[src/sv/alsid_pkg.sv]
// Shared types and constants for the array list with shift insert and delete.
`default_nettype none
package alsid_pkg;

   localparam int OPCODE_W = 3;
   localparam int POS_W    = 5;
   localparam int VAL_W    = 64;
   localparam int COUNT_W  = 5;
   localparam int STATUS_W = 2;

   typedef enum logic [OPCODE_W-1:0] {
      OP_INSERT   = 3'd0,
      OP_DELETE   = 3'd1,
      OP_LOCATE   = 3'd2,
      OP_RETRIEVE = 3'd3,
      OP_CLEAR    = 3'd4
   } opcode_type;

   typedef enum logic [STATUS_W-1:0] {
      ST_OK    = 2'd0,
      ST_RANGE = 2'd1,
      ST_FULL  = 2'd2
   } status_type;

endpackage
`default_nettype wire

[src/sv/alsid_ifs.sv]
// Request and response channel interfaces of the array list.
`default_nettype none
interface alsid_req_if;
   import alsid_pkg::*;

   logic                valid;
   logic                ready;
   logic [OPCODE_W-1:0] opcode;
   logic [POS_W-1:0]    position;
   logic [VAL_W-1:0]    entry_value;

   modport source (output valid, opcode, position, entry_value, input ready);
   modport sink   (input valid, opcode, position, entry_value, output ready);
endinterface

interface alsid_rsp_if;
   import alsid_pkg::*;

   logic                valid;
   logic                ready;
   logic [POS_W-1:0]    result_position;
   logic [VAL_W-1:0]    result_value;
   logic [COUNT_W-1:0]  entry_count;
   logic [STATUS_W-1:0] status;

   modport source (output valid, result_position, result_value, entry_count, status,
                   input ready);
   modport sink   (input valid, result_position, result_value, entry_count, status,
                   output ready);
endinterface
`default_nettype wire

[src/sv/array_list_shift_insert_delete.sv]
// Top level of the array list: request register, one pass of list logic, response register.
//
//   channel   | dir | handshake         | payload
//   req_chan  | in  | valid/ready       | opcode, position, entry_value
//   rsp_chan  | out | valid/ready       | result_position, result_value, entry_count, status
//
// One transaction per cycle is accepted unless the response stalls.
// The whole operation, shifts and the parallel compare of locate included, is one
// combinational pass from the request register into the entry array and response register.
// The list is empty after reset; the entry array itself is not cleared.
// A stalled response holds the request register, and the request side fills behind it.
`default_nettype none
module array_list_shift_insert_delete #(
   parameter int DEPTH       = 16,
   parameter int VALUE_WIDTH = 64
) (
   input  wire logic  clock,
   input  wire logic  reset,
   alsid_req_if.sink   req_chan,
   alsid_rsp_if.source rsp_chan
);
   import alsid_pkg::*;

   localparam int CNT_W = $clog2(DEPTH + 1);
   localparam int CMP_W = (CNT_W > POS_W) ? CNT_W : POS_W;
   localparam int IDX_W = $clog2(DEPTH);

   // Request register.
   logic                   req_valid_ff, req_valid_in;
   logic [OPCODE_W-1:0]    op_ff;
   logic [POS_W-1:0]       pos_ff;
   logic [VALUE_WIDTH-1:0] val_ff;

   // List state.
   logic [VALUE_WIDTH-1:0] entries_ff [DEPTH];
   logic [VALUE_WIDTH-1:0] entries_in [DEPTH];
   logic [CNT_W-1:0]       count_ff, count_in;

   // Response register.
   logic                   rsp_valid_ff, rsp_valid_in;
   logic [POS_W-1:0]       rpos_ff, rpos_in;
   logic [VALUE_WIDTH-1:0] rval_ff, rval_in;
   logic [COUNT_W-1:0]     rcount_ff, rcount_in;
   logic [STATUS_W-1:0]    status_ff, status_in;

   logic             rsp_free;
   logic             fire;
   logic             req_take;
   logic             full;
   logic [CMP_W-1:0] pos_ext;
   logic [CMP_W-1:0] count_ext;
   logic             insert_ok;
   logic             index_ok;
   logic             found;
   logic [CMP_W-1:0] found_idx;

   assign rsp_free = !rsp_valid_ff || rsp_chan.ready;
   assign fire     = req_valid_ff && rsp_free;
   assign req_chan.ready = !req_valid_ff || rsp_free;
   assign req_take = req_chan.valid && req_chan.ready;

   assign pos_ext   = CMP_W'(pos_ff);
   assign count_ext = CMP_W'(count_ff);
   assign full      = (count_ff == CNT_W'(DEPTH));
   assign insert_ok = !full && (pos_ext <= count_ext);
   assign index_ok  = pos_ext < count_ext;

   // First matching entry below the count; the lowest index wins.
   always_comb begin
      found     = 1'b0;
      found_idx = count_ext;
      for (int i = DEPTH - 1; i >= 0; i--) begin
         if ((CMP_W'(i) < count_ext) && (entries_ff[i] == val_ff)) begin
            found     = 1'b1;
            found_idx = CMP_W'(i);
         end
      end
   end

   always_comb begin
      entries_in   = entries_ff;
      count_in     = count_ff;
      req_valid_in = req_take ? 1'b1 : (fire ? 1'b0 : req_valid_ff);
      rsp_valid_in = fire ? 1'b1 : (rsp_chan.ready ? 1'b0 : rsp_valid_ff);
      rpos_in      = pos_ff;
      rval_in      = '0;
      status_in    = ST_OK;
      unique case (op_ff)
         OP_INSERT: begin
            if (full) begin
               status_in = ST_FULL;
            end else if (!insert_ok) begin
               status_in = ST_RANGE;
            end else begin
               // Entries at and above the position move up by one.
               for (int i = 0; i < DEPTH; i++) begin
                  if (CMP_W'(i) == pos_ext) begin
                     entries_in[i] = val_ff;
                  end else if (CMP_W'(i) > pos_ext) begin
                     entries_in[i] = entries_ff[(i == 0) ? 0 : i - 1];
                  end
               end
               count_in = count_ff + 1'b1;
            end
         end
         OP_DELETE: begin
            if (!index_ok) begin
               status_in = ST_RANGE;
            end else begin
               // Entries above the position move down by one.
               for (int i = 0; i < DEPTH - 1; i++) begin
                  if (CMP_W'(i) >= pos_ext) begin
                     entries_in[i] = entries_ff[i + 1];
                  end
               end
               count_in = count_ff - 1'b1;
            end
         end
         OP_LOCATE: begin
            rpos_in = found ? found_idx[POS_W-1:0] : count_ext[POS_W-1:0];
         end
         OP_RETRIEVE: begin
            if (!index_ok) begin
               status_in = ST_RANGE;
            end else begin
               rval_in = entries_ff[pos_ext[IDX_W-1:0]];
            end
         end
         OP_CLEAR: begin
            count_in = '0;
         end
         default: begin
         end
      endcase
      rcount_in = CMP_W'(count_in) <= CMP_W'(DEPTH) ? COUNT_W'(CMP_W'(count_in)) : '0;
   end

   always_ff @(posedge clock) begin
      if (reset) begin
         req_valid_ff <= 1'b0;
         rsp_valid_ff <= 1'b0;
         count_ff     <= '0;
      end else begin
         req_valid_ff <= req_valid_in;
         rsp_valid_ff <= rsp_valid_in;
         if (fire) begin
            count_ff <= count_in;
         end
      end
   end

   always_ff @(posedge clock) begin
      if (req_take) begin
         op_ff  <= req_chan.opcode;
         pos_ff <= req_chan.position;
         val_ff <= req_chan.entry_value[VALUE_WIDTH-1:0];
      end
      if (fire) begin
         entries_ff <= entries_in;
         rpos_ff    <= rpos_in;
         rval_ff    <= rval_in;
         rcount_ff  <= rcount_in;
         status_ff  <= status_in;
      end
   end

   assign rsp_chan.valid           = rsp_valid_ff;
   assign rsp_chan.result_position = rpos_ff;
   assign rsp_chan.result_value    = VAL_W'(rval_ff);
   assign rsp_chan.entry_count     = rcount_ff;
   assign rsp_chan.status          = status_ff;

`ifndef SYNTHESIS
   a_count_bound: assert property (@(posedge clock) disable iff (reset)
      CMP_W'(count_ff) <= CMP_W'(DEPTH))
      else $error("entry count exceeds list depth");

   a_no_fire_on_stall: assert property (@(posedge clock) disable iff (reset)
      (rsp_valid_ff && !rsp_chan.ready) |-> !fire)
      else $error("operation executed while response was stalled");

   a_insert_grows: assert property (@(posedge clock) disable iff (reset)
      (fire && (op_ff == OP_INSERT) && insert_ok) |=> (count_ff == $past(count_ff) + 1'b1))
      else $error("accepted insert did not grow the list by one");

   a_full_status: assert property (@(posedge clock) disable iff (reset)
      (fire && (status_in == ST_FULL)) |-> full)
      else $error("full status reported on a list that is not full");

   a_reject_keeps_count: assert property (@(posedge clock) disable iff (reset)
      (fire && (status_in != ST_OK)) |=> $stable(count_ff))
      else $error("rejected transaction changed the entry count");
`endif

endmodule
`default_nettype wire
[src/flat_wrapper.sv]
// flat-port wrapper written by rule: the top's interface ports become plain ports
module array_list_shift_insert_delete_flat import alsid_pkg::*;
#(
   parameter int DEPTH       = 16,
   parameter int VALUE_WIDTH = 64
)
  (clock, reset, req_chan_valid, req_chan_opcode, req_chan_position, req_chan_entry_value, req_chan_ready, rsp_chan_valid, rsp_chan_result_position, rsp_chan_result_value, rsp_chan_entry_count, rsp_chan_status, rsp_chan_ready);
  alsid_req_if req_chan_i ();
  alsid_rsp_if rsp_chan_i ();
  input  wire logic clock;
  input  wire logic reset;
  input wire logic [$bits(req_chan_i.valid)-1:0] req_chan_valid;
  input wire logic [$bits(req_chan_i.opcode)-1:0] req_chan_opcode;
  input wire logic [$bits(req_chan_i.position)-1:0] req_chan_position;
  input wire logic [$bits(req_chan_i.entry_value)-1:0] req_chan_entry_value;
  output wire logic [$bits(req_chan_i.ready)-1:0] req_chan_ready;
  output wire logic [$bits(rsp_chan_i.valid)-1:0] rsp_chan_valid;
  output wire logic [$bits(rsp_chan_i.result_position)-1:0] rsp_chan_result_position;
  output wire logic [$bits(rsp_chan_i.result_value)-1:0] rsp_chan_result_value;
  output wire logic [$bits(rsp_chan_i.entry_count)-1:0] rsp_chan_entry_count;
  output wire logic [$bits(rsp_chan_i.status)-1:0] rsp_chan_status;
  input wire logic [$bits(rsp_chan_i.ready)-1:0] rsp_chan_ready;
  assign req_chan_i.valid = req_chan_valid;
  assign req_chan_i.opcode = req_chan_opcode;
  assign req_chan_i.position = req_chan_position;
  assign req_chan_i.entry_value = req_chan_entry_value;
  assign req_chan_ready = req_chan_i.ready;
  assign rsp_chan_valid = rsp_chan_i.valid;
  assign rsp_chan_result_position = rsp_chan_i.result_position;
  assign rsp_chan_result_value = rsp_chan_i.result_value;
  assign rsp_chan_entry_count = rsp_chan_i.entry_count;
  assign rsp_chan_status = rsp_chan_i.status;
  assign rsp_chan_i.ready = rsp_chan_ready;
  array_list_shift_insert_delete #(.DEPTH(DEPTH), .VALUE_WIDTH(VALUE_WIDTH)) u_core (.clock(clock), .reset(reset), .req_chan(req_chan_i), .rsp_chan(rsp_chan_i));
endmodule
[config.mk]
export PLATFORM = sky130hd
export DESIGN_NAME = array_list_shift_insert_delete_flat
export DESIGN_NICKNAME = d
export VERILOG_FILES = /design/src/sv/alsid_pkg.sv /design/src/sv/alsid_ifs.sv /design/src/sv/array_list_shift_insert_delete.sv /design/src/flat_wrapper.sv
export SDC_FILE = /design/constraint.sdc
export NUM_CORES = 2
export LEC_CHECK = 0
export BUFFER_PORTS_ARGS = -buffer_cell sky130_fd_sc_hd__buf_2
export CAP_MARGIN = 20
export CORE_ASPECT_RATIO = 1.5
export CORE_UTILIZATION = 69
export DETAILED_ROUTE_END_ITERATION = 10
export GPL_TIMING_DRIVEN = 0
export PLACE_DENSITY = 0.85
export SYNTH_ARGS = -nofsm -noshare
export SYNTH_HDL_FRONTEND = slang
export SYNTH_SLANG_ARGS = --single-unit
[constraint.sdc]
create_clock -name clock -period 17.05 [get_ports clock]
set_input_delay 4.2625 -clock clock [delete_from_list [all_inputs] [get_ports clock]]
set_output_delay 4.2625 -clock clock [all_outputs]
set_load 0.01 [all_outputs]
==> metrics.log, run 1 <==
[metrics] result of the run: aborted with a tool error
[metrics] Stopped at: global routing (5_1_grt)
[metrics] Error Message: [ERROR GRT-0116] Global routing finished with congestion. Check the congestion regions in the DRC Viewer.
[metrics] die outline width: roughly 280 um
[metrics] proportion of synthesized area in mux cells: 0.192
[metrics] library cells used by synthesis: 70
[metrics] nets in the synthesized netlist: 7,185
[metrics] buffer levels on the longest clock path: 3
[metrics] EDFF count, synth: ~1,200
[metrics] post-CTS setup buffers: 0
[metrics] Vert. Die Dim: 417 um
[metrics] number of clock sinks seen by CTS: ~1,200
[metrics] hold_buf cts: 0
[metrics] average instance area after synthesis: 11.2 um^2
[metrics] Clock Root Buffer: clkbuf_16
[metrics] xor/xnor share of the synthesized area: 0.108
[metrics] largest net degree at the start of global routing: 84
[metrics] largest family of logic cells by synthesized area: multiplexers
[metrics] final weighted congestion in routability-driven placement: ~1.9
[metrics] number of H-tree levels: 3
[metrics] estimated wirelength of the detail-placed design: around 340,000 um
[metrics] complex-gate fraction of the synthesized area: 0.110
[metrics] number of rows created at floorplan: between 150 and 200
[metrics] cts repair resizes: 0
[metrics] number of clock buffers inserted by TritonCTS: about 110
[metrics] ranking of synthesized cells by area: edfxtp_1 44%, mux4_2 9.1%, mux2i_1 9.0%
[metrics] Synth Area in Simple Gates: 0.0980
[metrics] Post-synth ARST share: 0
[metrics] total global routing track utilization: 0.856
[metrics] number of placed cells counting well taps: 8,773
[metrics] vias in the first global route: about 83,000
[metrics] num ports: around 150
[metrics] fraction of post-synthesis cell area in the top cell type by area: 0.444
[metrics] flops & latches, synth: between 1,000 and 1,500
[metrics] adder and majority gate portion of the synthesized area: 0.00126
[metrics] number of cells produced by synthesis: about 7,100
[metrics] wire length of the first global-routing pass: approximately 700,000 um
[metrics] dominant cell type by area after synthesis: edfxtp_1
[metrics] Top FF cell, synth: edfxtp_1
[metrics] top cell types by occurrence after synthesis: 1,172 x edfxtp_1, 1,046 x nand2_1, 906 x o31ai_1
[metrics] share of the yosys chip area belonging to registers: 0.446
[metrics] Congestion Overflow GR: 4,423
[metrics] Starting Density: 0.695
[metrics] number of buffers inserted by port buffering: ~150
[metrics] post-synthesis cell area: slightly below 80,000 um^2
[metrics] number of warning messages in the yosys log: 0
[metrics] cell with the most instances after synthesis: edfxtp_1
==> per-stage QoR <==
step,setup TNS (ns),util,instance area [um^2],hold WS (ns),setup slack (ns)
after floorplan,0,-,79300,0.477,5.33
after global placement,-72.41,0.718,81900,0.497,-0.979
after detailed placement,0,0.727,83000,0.521,7.92
after CTS,0,0.759,86600,0.559,7.92
==> kinds of logic after synthesis <==
| kind of cell | Yosys count |
|---|---|
| compound gates | 1238 |
| xor+xnor | 978 |
| fa+ha+maj | 8 |
| buf+inv | 829 |
| flops | 1179 |
| mux | 1112 |
| simple gates | 1757 |
==> per-layer routing <==
metal,GRT usage,GRT overflow
met5,0.463,16
met4,0.857,1132
met3,0.707,105
met2,1.05,3050
met1,0.819,120
==> run 2: changes to the inputs <==
--- a/config.mk
+++ b/config.mk
@@ -7,11 +7,10 @@
 export LEC_CHECK = 0
 export BUFFER_PORTS_ARGS = -buffer_cell sky130_fd_sc_hd__buf_2
 export CAP_MARGIN = 20
-export CORE_ASPECT_RATIO = 1.5
-export CORE_UTILIZATION = 69
+export CORE_UTILIZATION = 40
 export DETAILED_ROUTE_END_ITERATION = 10
 export GPL_TIMING_DRIVEN = 0
-export PLACE_DENSITY = 0.85
+export PLACE_DENSITY_LB_ADDON = 0.15
 export SYNTH_ARGS = -nofsm -noshare
 export SYNTH_HDL_FRONTEND = slang
 export SYNTH_SLANG_ARGS = --single-unit
==> metrics.log, run 2 <==
[metrics] Pint: ~5.4 mW
[metrics] hold_buf cts: 0 (unchanged)
[metrics] num ports: 154 (unchanged)
[metrics] number of clock buffers inserted by TritonCTS: 150 (+35%)
[metrics] cell family contributing the most delay on the critical path: simple AND/OR/NAND/NOR gates
[metrics] combined buffer and inverter count along the critical path: 2
[metrics] cell-by-cell trace of the critical path: buf_2, nor2b_1, nand2_1, buf_2
[metrics] setup repair after global routing missed its margin: false
[metrics] area of the multi-input gates: 40,600 um^2
[metrics] hold_sp: u_core.req_valid_ff
[metrics] Crit Path Class: in2out
[metrics] max FFs per register: approximately 1,000
[metrics] Clock Root Buffer: clkbuf_16
[metrics] maximum resistive drop on vdd: about 0.00011 V
[metrics] relative contribution of the clock network to total power: 0.411
[metrics] most numerous cell on the critical path: buf_2
[metrics] largest net degree at the start of global routing: between 80 and 90
[metrics] nets in the synthesized netlist: 7,185 (unchanged)
[metrics] Via-to-Cell Ratio: 7.10
[metrics] fraction of post-synthesis cell area in the top cell type by area: 0.444 (unchanged)
[metrics] CTS tree: yes
[metrics] area of the core: approximately 200,000 um^2
[metrics] number of clock sinks seen by CTS: 1,179 (unchanged)
[metrics] most frequent cells in the layout: 1,172 x edfxtp_1, 1,046 x nand2_1, 906 x o31ai_1
[metrics] Post-synth ARST share: 0 (unchanged)
[metrics] estimated wirelength of the detail-placed design: 458,000 um (+36%)
[metrics] overall die area: around 200,000 um^2
[metrics] detail-routed net length per standard cell: around 53 um
[metrics] r2r worst-path depth: 15
[metrics] net load switching power: 2.57 mW
[metrics] worst endpoint data arrival time: 4.84 ns
[metrics] area taken by flip-flops and latches: 35,300 um^2
[metrics] Via Count: 73,200
[metrics] result of the run: completed
[metrics] Congestion Overflow GR: 0
[metrics] share of the yosys chip area belonging to registers: 0.446 (unchanged)
[metrics] post-route clock skew: 0.0421 ns
[metrics] peak clock frequency supported by timing: between 100 and 150 MHz
[metrics] largest driver fanout on the critical path: 4
[metrics] Period minus WS final: 9.11 ns
[metrics] power density cells: around 89 nW/um^2
[metrics] count of cells along the worst hold path: 2
[metrics] period utilisation layout: 0.534
[metrics] cts repair resizes: 0 (unchanged)
[metrics] final weighted congestion in routability-driven placement: 1.24 (-34%)
[metrics] cell with the most instances after synthesis: edfxtp_1
[metrics] Pleak: between 30 and 40 nW
[metrics] clock latency at the later pin of the worst-skew pair: ~0.88 ns
[metrics] Worst setup EP type: output port
[metrics] DRC violation count after routing: 0
[metrics] die outline width: 447 um (+60%)
[metrics] library cells used by synthesis: 70 (unchanged)
[metrics] total global routing track utilization: 0.535
[metrics] adder and majority gate portion of the synthesized area: 0.00126 (unchanged)
[metrics] flops & latches, synth: 1,179 (unchanged)
[metrics] Critical Path Source Type: primary input
[metrics] share of layout cells above drive strength 1: 0.161
[metrics] post-synthesis cell area: 79,300 um^2 (unchanged)
[metrics] slowest CP cell: nor2b_1
[metrics] total negative slack: 0 ns
[metrics] remaining antenna violation count after routing: 0
[metrics] endpoints failing hold: 0
[metrics] Filler cells: 18,500
[metrics] Vert. Die Dim: 447 um (+7.2%)
[metrics] complex-gate fraction of the synthesized area: 0.110 (unchanged)
[metrics] proportion of power drawn by combinational gates: 0.176
[metrics] start point of the critical path: rsp_chan_ready
[metrics] DRC marker count from the first detailed-route iteration: about 16,000
[metrics] Reg clk slew, reported paths: ~0.060 ns
[metrics] Top FF cell, synth: edfxtp_1
[metrics] Reg2Reg Launch Point: u_core.count_ext[4]
[metrics] largest stage delay on the critical path: between 0.2 and 0.25 ns
[metrics] number of cells produced by synthesis: 7,101 (unchanged)
[metrics] Final #Nets: 7,601
[metrics] logic depth of the worst setup path including buffers: 4
[metrics] final number of max-transition violations: 0
[metrics] EDFF count, synth: 1,172 (unchanged)
[metrics] ranking of synthesized cells by area: edfxtp_1 44%, mux4_2 9.1%, mux2i_1 9.0%
[metrics] number of rows created at floorplan: 163 (+7.2%)
[metrics] top cell types by occurrence after synthesis: 1,172 x edfxtp_1, 1,046 x nand2_1, 906 x o31ai_1
[metrics] wire length of the first global-routing pass: between 600,000 and 700,000 um
[metrics] WL final: 547,000 um
[metrics] post-CTS setup buffers: 0 (unchanged)
[metrics] number of antenna violations at the first check in global routing: between 40 and 50
[metrics] most frequent standard cell in the layout excluding fill and tap cells: edfxtp_1
[metrics] largest family of logic cells by synthesized area: multiplexers
[metrics] proportion of synthesized area in mux cells: 0.192 (unchanged)
[metrics] TritonRoute pass-1 iters: 8
[metrics] dominant cell type by area after synthesis: edfxtp_1
[metrics] Synth Area in Simple Gates: 0.0980 (unchanged)
[metrics] worst min-delay path category: reg2reg
[metrics] Starting Density: 0.402 (-0.293)
[metrics] number of H-tree levels: 4 (+1)
[metrics] core occupancy in the finished layout: 0.457
[metrics] slew at the pin closest to its max-slew limit: about 1.4 ns
[metrics] vias in the first global route: between 60,000 and 70,000
[metrics] number of warning messages in the yosys log: 0 (unchanged)
[metrics] relative contribution of sequential cells to total power: 0.413
[metrics] # Max-Cap Violations: 0
[metrics] average instance area after synthesis: 11.2 um^2 (unchanged)
[metrics] worst relative slew slack: 0.0718
[metrics] Syn-to-layout area delta: 13.6%
[metrics] xor/xnor share of the synthesized area: 0.108 (unchanged)
[metrics] endpoints failing setup: 0
[metrics] Req. time, crit path: roughly 13 ns
[metrics] buffer levels on the longest clock path: 3 (unchanged)
[metrics] Top reg by flops: u_core.entries_ff
[metrics] number of buffers inserted by port buffering: 153 (unchanged)
[metrics] sw frac: 0.322
run 2: cell counts after synthesis:
Identical to the previous run, type by type.
run 2: power by group through the flow:
stage | logic, mW | registers [mW] | clock network, mW
2_1_floorplan | 0.632 | 3.33 | 0
3_3_place_gp | 1.26 | 3.36 | 0
3_5_place_dp | 1.29 | 3.35 | 0
4_1_cts | 1.30 | 3.29 | 3.24
5_1_grt | 1.36 | 3.30 | 3.33
6_report | 1.40 | 3.30 | 3.28
run 2: kinds of logic after synthesis:
| family | after synthesis |
|---|---|
| compound gates | 1238 |
| xor+xnor | 978 |
| fa+ha+maj | 8 |
| buf+inv | 829 |
| flops | 1179 |
| mux | 1112 |
| simple gates | 1757 |
run 2: tightest hold or removal path, delay by kind of cell (launching register included):
family | cells | cell delay (ns)
DFF | 1 | 0.33
and+or+nand+nor | 2 | 0.17
run 2: through the flow:
| step | area, um^2 | cells | hold slack (ns) | power (mW) | setup slack, ns |
|---|---|---|---|---|---|
| 6_report | 90100 | 10300 | 0.543 | 7.98 | 7.94 |
| 5_1_grt | 90000 | 10300 | 0.595 | 7.98 | 7.86 |
| 4_1_cts | 89800 | 10300 | 0.547 | 7.82 | 7.93 |
| 3_5_place_dp | 85000 | 9983 | 0.536 | 4.65 | 7.94 |
| 3_3_place_gp | 83400 | 9894 | 0.509 | 4.62 | -3.24 |
| 2_1_floorplan | 79300 | 7101 | 0.477 | 3.96 | 5.33 |
run 2: per-layer routing:
metal,global-route usage,routed length [um],vias up
li1,-,-,27600
met1,0.655,193000,36900
met2,0.705,209000,7359
met3,0.208,79500,1423
met4,0.518,65600,8
met5,0.00317,54,-
run 2: worst paths after layout:
path	to	slack, ns
worst min-delay path	u_core.rsp_chan.valid	0.54
worst min register to register	u_core.rsp_chan.valid	0.54
worst max register to register	u_core.entries_ff[41]	10.40
worst max-delay path	req_chan_ready	7.94
run 2: cell type report:
cell class / count / area share
multi-input cells: 5093 / 0.450
clock buffers: 189 / 0.0442
clock inverters: 84 / 0.00857
plain buffers: 783 / 0.0379
repair buffers: 264 / 0.0275
flip-flops and latches: 1179 / 0.392
inverters: 46 / 0.00197
well taps: 2640 / 0.0367
diodes: 25 / 0.000694
Power figures use the tool's default switching activity.
